<file path="config.mk">
export PLATFORM = sky130hd
export DESIGN_NAME = stack_vm_instruction_executor_top
export DESIGN_NICKNAME = d
export VERILOG_FILES = /design/src/rtl/svie_pkg.sv /design/src/rtl/svie_front.sv /design/src/rtl/svie_queue.sv /design/src/rtl/svie_back.sv /design/src/rtl/stack_vm_instruction_executor_top.sv
export SDC_FILE = /design/constraint.sdc
export NUM_CORES = 2
export LEC_CHECK = 0
export BUFFER_PORTS_ARGS = -buffer_cell sky130_fd_sc_hd__buf_2
export CAP_MARGIN = 20
export CORE_ASPECT_RATIO = 2
export CORE_MARGIN = 1.5
export CORE_UTILIZATION = 50
export CTS_CLUSTER_DIAMETER = 120
export CTS_CLUSTER_SIZE = 12
export DETAILED_ROUTE_END_ITERATION = 8
export PLACE_DENSITY_LB_ADDON = 0.3
export SYNTH_ARGS = -nofsm -noshare
export SYNTH_HDL_FRONTEND = slang
export SYNTH_SLANG_ARGS = --single-unit
</file>
<file path="constraint.sdc">
create_clock -name clk -period 9.9 [get_ports clk]
set_input_delay 0.495 -clock clk [delete_from_list [all_inputs] [get_ports clk]]
set_output_delay 0.495 -clock clk [all_outputs]
set_load 0.01 [all_outputs]
</file>
<file path="src/rtl/svie_pkg.sv">
package svie_pkg;

	typedef enum logic [2:0] {
		OP_PUSH  = 3'd0,
		OP_LOAD  = 3'd1,
		OP_STORE = 3'd2,
		OP_ADD   = 3'd3,
		OP_CMP   = 3'd4,
		OP_JMP   = 3'd5,
		OP_JZ    = 3'd6,
		OP_BAD   = 3'd7
	} op_t;

	typedef enum logic [1:0] {
		ERR_OK    = 2'd0,
		ERR_UNDER = 2'd1,
		ERR_OVER  = 2'd2,
		ERR_BAD   = 2'd3
	} err_t;

	// Decoded class of one instruction as handed from front to back.
	typedef struct packed {
		op_t  op;
		logic slot_ok;
	} dec_t;

	localparam int unsigned DEC_W = $bits(dec_t);

endpackage

</file>
<file path="src/rtl/svie_front.sv">
module svie_front import svie_pkg::*; #(
	parameter int unsigned LOCAL_COUNT = 16
) (
	input  logic [2:0]  req_type,
	input  logic [31:0] operand,
	output dec_t        dec
);

	// Slot check: non-negative and below the local count.
	always_comb begin
		dec.op      = op_t'(req_type);
		dec.slot_ok = !operand[31] && (operand < 32'(LOCAL_COUNT));
	end

endmodule

</file>
<file path="src/rtl/svie_queue.sv">
module svie_queue #(
	parameter int unsigned WIDTH = 8
) (
	input  logic             clk,
	input  logic             arst_n,
	input  logic             wr_en,
	input  logic [WIDTH-1:0] wr_data,
	output logic             full,
	input  logic             rd_en,
	output logic             not_empty,
	output logic [WIDTH-1:0] rd_data
);

	logic [WIDTH-1:0] buf_q [2];
	logic             wptr_q;
	logic             rptr_q;
	logic [1:0]       count_q;

	assign full      = (count_q == 2'd2);
	assign not_empty = (count_q != 2'd0);
	assign rd_data   = buf_q[rptr_q];

	always_ff @(posedge clk or negedge arst_n) begin
		if (!arst_n) begin
			wptr_q  <= 1'b0;
			rptr_q  <= 1'b0;
			count_q <= 2'd0;
		end else begin
			if (wr_en) wptr_q <= ~wptr_q;
			if (rd_en) rptr_q <= ~rptr_q;
			count_q <= count_q + 2'(wr_en) - 2'(rd_en);
		end
	end

	always_ff @(posedge clk) begin
		if (wr_en) buf_q[wptr_q] <= wr_data;
	end

endmodule

</file>
<file path="src/rtl/svie_back.sv">
module svie_back import svie_pkg::*; #(
	parameter int unsigned STACK_DEPTH = 64,
	parameter int unsigned LOCAL_COUNT = 16,
	parameter int unsigned PC_WIDTH    = 16,
	localparam int unsigned SP_W = $clog2(STACK_DEPTH + 1),
	localparam int unsigned AW   = $clog2(STACK_DEPTH),
	localparam int unsigned LW   = (LOCAL_COUNT > 1) ? $clog2(LOCAL_COUNT) : 1
) (
	input  logic                clk,
	input  logic                arst_n,
	input  logic                go,
	input  dec_t                dec,
	input  logic [31:0]         opnd,
	input  logic [PC_WIDTH-1:0] pc,
	output logic [PC_WIDTH-1:0] res_pc,
	output logic [31:0]         res_top,
	output logic [SP_W-1:0]     res_depth,
	output err_t                res_err
);

	// Top two entries live in registers, the rest in the memory.
	logic [31:0]     mem [STACK_DEPTH];
	logic [31:0]     locals_q [LOCAL_COUNT];
	logic [SP_W-1:0] sp_q;
	logic [31:0]     top_q;
	logic [31:0]     sec_q;
	logic [31:0]     rd_q;

	logic [SP_W-1:0] nsp;
	logic [31:0]     ntop;
	logic [31:0]     nsec;
	logic            push;
	logic            lwr;
	logic [LW-1:0]   slot;
	logic [31:0]     lval;
	logic [31:0]     sum;
	logic            less;
	logic            mwr;
	logic [AW-1:0]   waddr;
	logic [AW-1:0]   raddr;

	assign slot = opnd[LW-1:0];
	assign lval = locals_q[slot];
	assign sum  = sec_q + top_q;
	assign less = $signed(sec_q) < $signed(top_q);

	always_comb begin
		nsp     = sp_q;
		ntop    = top_q;
		nsec    = sec_q;
		push    = 1'b0;
		lwr     = 1'b0;
		res_err = ERR_OK;
		res_pc  = pc;
		case (dec.op)
			OP_PUSH, OP_LOAD: begin
				if (dec.op == OP_LOAD && !dec.slot_ok) begin
					res_err = ERR_BAD;
				end else if (sp_q == SP_W'(STACK_DEPTH)) begin
					res_err = ERR_OVER;
				end else begin
					push   = 1'b1;
					nsp    = sp_q + 1'b1;
					ntop   = (dec.op == OP_PUSH) ? opnd : lval;
					nsec   = top_q;
					res_pc = pc + PC_WIDTH'(2);
				end
			end
			OP_STORE: begin
				if (!dec.slot_ok) begin
					res_err = ERR_BAD;
				end else if (sp_q == '0) begin
					res_err = ERR_UNDER;
				end else begin
					lwr    = 1'b1;
					nsp    = sp_q - 1'b1;
					ntop   = sec_q;
					nsec   = rd_q;
					res_pc = pc + PC_WIDTH'(2);
				end
			end
			OP_ADD, OP_CMP: begin
				if (sp_q < SP_W'(2)) begin
					res_err = ERR_UNDER;
				end else begin
					nsp    = sp_q - 1'b1;
					ntop   = (dec.op == OP_ADD) ? sum : {31'd0, less};
					nsec   = rd_q;
					res_pc = pc + PC_WIDTH'(1);
				end
			end
			OP_JMP: res_pc = opnd[PC_WIDTH-1:0];
			OP_JZ: begin
				if (sp_q == '0) begin
					res_err = ERR_UNDER;
				end else begin
					nsp    = sp_q - 1'b1;
					ntop   = sec_q;
					nsec   = rd_q;
					res_pc = (top_q == '0) ? opnd[PC_WIDTH-1:0] : pc + PC_WIDTH'(2);
				end
			end
			default: res_err = ERR_BAD;
		endcase
		if (!go) begin
			nsp  = sp_q;
			ntop = top_q;
			nsec = sec_q;
			push = 1'b0;
			lwr  = 1'b0;
		end
		res_top   = (nsp != '0) ? ntop : '0;
		res_depth = nsp;
	end

	// Spill the old second entry on a push; prefetch the entry below the new second.
	assign mwr   = push && (sp_q >= SP_W'(2));
	assign waddr = AW'(sp_q - SP_W'(2));
	assign raddr = AW'(nsp - SP_W'(3));

	always_ff @(posedge clk) begin
		if (mwr) mem[waddr] <= sec_q;
		rd_q <= (mwr && waddr == raddr) ? sec_q : mem[raddr];
		top_q <= ntop;
		sec_q <= nsec;
	end

	always_ff @(posedge clk or negedge arst_n) begin
		if (!arst_n) begin
			sp_q <= '0;
			for (int i = 0; i < LOCAL_COUNT; i++) locals_q[i] <= '0;
		end else begin
			sp_q <= nsp;
			if (lwr) locals_q[slot] <= top_q;
		end
	end

endmodule

</file>
<file path="src/rtl/stack_vm_instruction_executor_top.sv">
// An input beat enters the two-entry queue, then executes into the output
// register. Throughput: one instruction per cycle while not stalled; the back
// end retires one queued instruction per cycle using registered top/second
// entries and a stack memory with one write and one registered read per cycle.
// Reset (arst_n, asynchronous, active low): stack empty, locals zero, queue
// and output register empty. Stack memory is not cleared.
module stack_vm_instruction_executor_top import svie_pkg::*; #(
	parameter int unsigned STACK_DEPTH = 64,
	parameter int unsigned LOCAL_COUNT = 16,
	parameter int unsigned PC_WIDTH    = 16,
	localparam int unsigned SP_W = $clog2(STACK_DEPTH + 1)
) (
	input  logic                clk,
	input  logic                arst_n,
	input  logic                in_valid,
	output logic                in_stall,
	input  logic [2:0]          req_type,
	input  logic [31:0]         operand,
	input  logic [PC_WIDTH-1:0] pc,
	output logic                out_valid,
	input  logic                out_stall,
	output logic [PC_WIDTH-1:0] next_pc,
	output logic [31:0]         top_value,
	output logic [SP_W-1:0]     stack_depth,
	output logic [1:0]          error_code
);

	localparam int unsigned QW = DEC_W + 32 + PC_WIDTH;

	dec_t                dec_f;
	dec_t                dec_b;
	logic [31:0]         opnd_b;
	logic [PC_WIDTH-1:0] pc_b;
	logic [QW-1:0]       q_rd;
	logic                q_full;
	logic                q_ne;
	logic                go;
	logic                in_acc;
	logic [PC_WIDTH-1:0] res_pc;
	logic [31:0]         res_top;
	logic [SP_W-1:0]     res_depth;
	err_t                res_err;
	logic                out_valid_q;

	// Front: classify the opcode and check the slot on the way into the queue.
	svie_front #(.LOCAL_COUNT(LOCAL_COUNT)) u_front (
		.req_type (req_type),
		.operand  (operand),
		.dec      (dec_f)
	);

	assign in_stall = q_full;
	assign in_acc   = in_valid && !q_full;

	svie_queue #(.WIDTH(QW)) u_queue (
		.clk       (clk),
		.arst_n    (arst_n),
		.wr_en     (in_acc),
		.wr_data   ({dec_f, operand, pc}),
		.full      (q_full),
		.rd_en     (go),
		.not_empty (q_ne),
		.rd_data   (q_rd)
	);

	assign {dec_b, opnd_b, pc_b} = q_rd;

	// Back: execute when the output register is free or drains this cycle.
	assign go = q_ne && (!out_valid_q || !out_stall);

	svie_back #(
		.STACK_DEPTH (STACK_DEPTH),
		.LOCAL_COUNT (LOCAL_COUNT),
		.PC_WIDTH    (PC_WIDTH)
	) u_back (
		.clk       (clk),
		.arst_n    (arst_n),
		.go        (go),
		.dec       (dec_b),
		.opnd      (opnd_b),
		.pc        (pc_b),
		.res_pc    (res_pc),
		.res_top   (res_top),
		.res_depth (res_depth),
		.res_err   (res_err)
	);

	// Output register: load on execute, drop once the beat is taken.
	always_ff @(posedge clk or negedge arst_n) begin
		if (!arst_n) begin
			out_valid_q <= 1'b0;
		end else if (go) begin
			out_valid_q <= 1'b1;
		end else if (!out_stall) begin
			out_valid_q <= 1'b0;
		end
	end

	always_ff @(posedge clk) begin
		if (go) begin
			next_pc     <= res_pc;
			top_value   <= res_top;
			stack_depth <= res_depth;
			error_code  <= res_err;
		end
	end

	assign out_valid = out_valid_q;

endmodule

</file>
==> impl_metrics.py <==
metrics = {
    "status": {
        "status": "complete, no violations",
    },
    "synth": {
        "synth-main-ff-cell": "edfxtp_1",
        "syn_area_sq_um": 114000,
        "synth_nets": 6889,
        "syn_avg_cell_area_sq_um": 16.9,
        "syn_inst": 6761,
        "ys_seq_area_share_pct": 71.2,
        "synth_top_area_share_pct": 59.0,
        "ys_seq_elements": 2803,
        "synthArstFlopShare_pct": 18.7,
        "yosys_warnings": 0,
        "ys_types": 89,
        "synth_edf_count": 2241,
        "yosysTopAreaCell": "edfxtp_1",
        "synth.top_cells.by_area": "edfxtp_1, mux4_2, dfrtp_1",
    },
    "layout": {
        "drive_gt1_share_pct": 20.8,
        "stdcell_area_sq_um": 127000,
        "nets": 7103,
        "layout_commonest_cell": "edfxtp_1",
        "final_cell_mix": "edfxtp_1, nand2_1, mux4_2",
        "syn_to_final_growth_pct": 11.4,
    },
    "clock_tree": {
        "htreeDepth": 5,
        "cts_buffers": 275,
        "cts_resized": 0,
        "root_buffer": "clkbuf_16",
        "clk_latency_ps": 840,
        "cts_sinks": 2803,
        "ctsLongestPathBuffers": 4,
        "cts_tree": "done",
        "postCtsHoldBufs": 53,
        "post_cts_buffers": 0,
        "clk_pin_slew_ps": 60,
    },
    "route": {
        "via_per_inst": 6.34,
        "drtPass1Iterations": 6,
        "drt-total-wl_mm": 320,
        "drtIter0Drc": 6558,
        "drc": 0,
        "ant_nets": 0,
        "wire_per_inst_microns": 31.8,
        "num_vias": 63686,
    },
    "floorplan": {
        "fp.coreArea_sq_um": 227000,
        "dieArea_sq_um": 231000,
        "num_io_pins": 114,
        "die_x_microns": 341,
        "start_util_pct": 50.4,
        "chipHeight_microns": 678,
        "row_count": 247,
    },
    "grt": {
        "grt_pass1_vias": 65033,
        "grt_antenna_before_repair": 8,
        "grt.total_usage_pct": 27.7,
        "grt_pass1_wl_mm": 460,
        "grt_max_degree": 179,
        "grt-ovfl-total": 0,
    },
    "power_and_ir_drop": {
        "comb_power_share_pct": 33.9,
        "power.density_nw_per_um2": 297,
        "netSwitchingFraction_pct": 34.3,
        "internal_power_mw": 24.8,
        "p_sw_mw": 12.9,
        "sequentialPowerShare_pct": 41.5,
        "ir_drop_v": 0.000220,
        "p_leak_nw": 42.9,
        "pwr-share-clk_pct": 24.6,
    },
    "critical_path": {
        "crit_buf_inv": 3,
        "cp-start-kind": "flop",
        "required_ps": 10460,
        "worstPathCellList": "buf_4 > mux2_4 > buf_4 > buf_4 > a311oi_1 > o31ai_1 > a21oi_1 > a211o_1 > and2_1",
        "crit_family": "buffers and inverters",
        "critical-path-max-stage-delay_ps": 790,
        "worstSetupEndpointType": "flop",
        "crit_arrival_ps": 5430,
        "path_common_cell": "buf_4",
        "path_max_fanout": 58,
        "cpMaxStageDelayCell": "buf_4",
        "critPathKind": "flop to flop",
    },
    "placed_design": {
        "dp_hpwl_mm": 197,
        "io_buffers": 113,
        "dpl_cell_area_sq_um": 119000,
        "place_congestion": 1.00,
    },
    "sta": {
        "timing.final.crit_period_ps": 4870,
        "setup_tns_ps": 0,
        "worstMarginPinSlew_ps": 1230,
        "fin_skew_ps": 51.1,
        "finalSetupViolations": 0,
        "slew_headroom_pct": 16.2,
        "min_period_over_period_pct": 49.2,
        "finalHoldViolations": 0,
        "maxSlewViolCount": 0,
        "max_freq_mhz": 205,
        "rsz0062_at_grt": "false",
    },
    "min_path": {
        "hold_class": "input port to flop",
    },
    "run": {
        "maxCapViolCount": 0,
    },
}
synthesized netlist by cell type (17+ instances only):
cell type  number
a311oi_1       56
mux2i_1       139
clkbuf_1      319
mux2_2         34
inv_1          56
a21oi_1       115
nor2b_1        21
a31oi_1        23
xnor2_1        26
mux4_2        697
or3_1          23
and2_1         24
dfxtp_1        38
nand4_1        17
o21ai_0       598
edfxtp_1     2241
dfrtp_1       524
nand2_1       949
ha_1           72
nor2_1        156
nor3_1         33
clkinv_1       17
and3_1         55
buf_2          33
nor4_1         27
nand3_1       140
buf_1          68
path summary, 6_finish.rpt:
kind	start	endpoint	slack (ps)	cells past startpoint
worst min-delay path	out_stall	out_valid$_DFFE_PN0P_	150	3
worst min register to register	u_back.locals_q[281]$_DFFE_PN0P_	u_back.locals_q[281]$_DFFE_PN0P_	480	2
max in group asynchronous	arst_n	u_queue.rptr_q$_DFFE_PN0P_	6940	4
worst max-delay path	u_queue.rptr_q$_DFFE_PN0P_	top_value[21]$_SDFFCE_PN0P_	5030	9
min in group asynchronous	arst_n	u_back.locals_q[54]$_DFFE_PN0P_	290	2
worst max register to register	u_queue.rptr_q$_DFFE_PN0P_	top_value[21]$_SDFFCE_PN0P_	5030	9
per-stage QoR:
stage / setup WS (ps) / power (mW) / instances / hold WS, ps / util (%)
after floorplan: 2590 / 23.6 / 6761 / 199 / -
after CTS: 5040 / 37.8 / 10032 / 56.2 / 56.1
after global placement: 5110 / 28.3 / 9625 / 457 / 52.5
after global routing: 4840 / 39.0 / 10037 / 126 / 56.1
final: 5030 / 37.7 / 10040 / 155 / 56.1
after detailed placement: 5090 / 28.5 / 9630 / 465 / 52.6
state kept, by name (all words and copies together) (netlist names), 2 cells and up, named ones only:
signal,flops
error_code,2
next_pc,16
stack_depth,7
top_value,32
u_back.locals_q,512
u_back.mem,2048
u_back.sec_q,32
u_back.sp_q,7
u_back.top_q,32
u_queue.buf_q,104
u_queue.count_q,2
per-layer routing:
metal	wire length (microns)	track usage [%]
met5	13	0
met4	24400	18.3
met3	16900	3.37
met2	171000	49.7
met1	108000	30.8
worst register-to-register path, cell delays in order (launching register included):
cell and delay, ps:
dfrtp_4 640, buf_4 790, mux2_4 630, buf_4 350, buf_4 640, a311oi_1 260, o31ai_1 480, a21oi_1 320
a211o_1 330, and2_1 150
kinds of logic after synthesis:
kind of cell	synth area share, %
flops	71.2
simple gates	5.63
compound gates	5.09
mux	15.3
buf+inv	1.71
fa+ha+maj	0.807
xor+xnor	0.299
power by group through the flow:
stage | clock, mW | sequential [mW] | combinational (mW)
floorplan | 0 | 16.2 | 7.48
global placement | 0 | 15.8 | 12.5
finish | 9.29 | 15.6 | 12.8
global route | 9.81 | 15.7 | 13.4
CTS | 9.43 | 15.6 | 12.7
detailed placement | 0 | 15.9 | 12.7
final cells by class:
| class | instances | area (sq um) |
|---|---|---|
| fill | 17087 | 99500 |
| sequential | 2803 | 81200 |
| multi-input combinational | 3458 | 31600 |
| clock buffer | 339 | 7290 |
| tap | 2988 | 3740 |
| timing repair buffer | 364 | 2810 |
| inverter | 73 | 274 |
| clock inverter | 10 | 116 |
| antenna | 5 | 12.5 |
(Power assumes the default switching activity.)
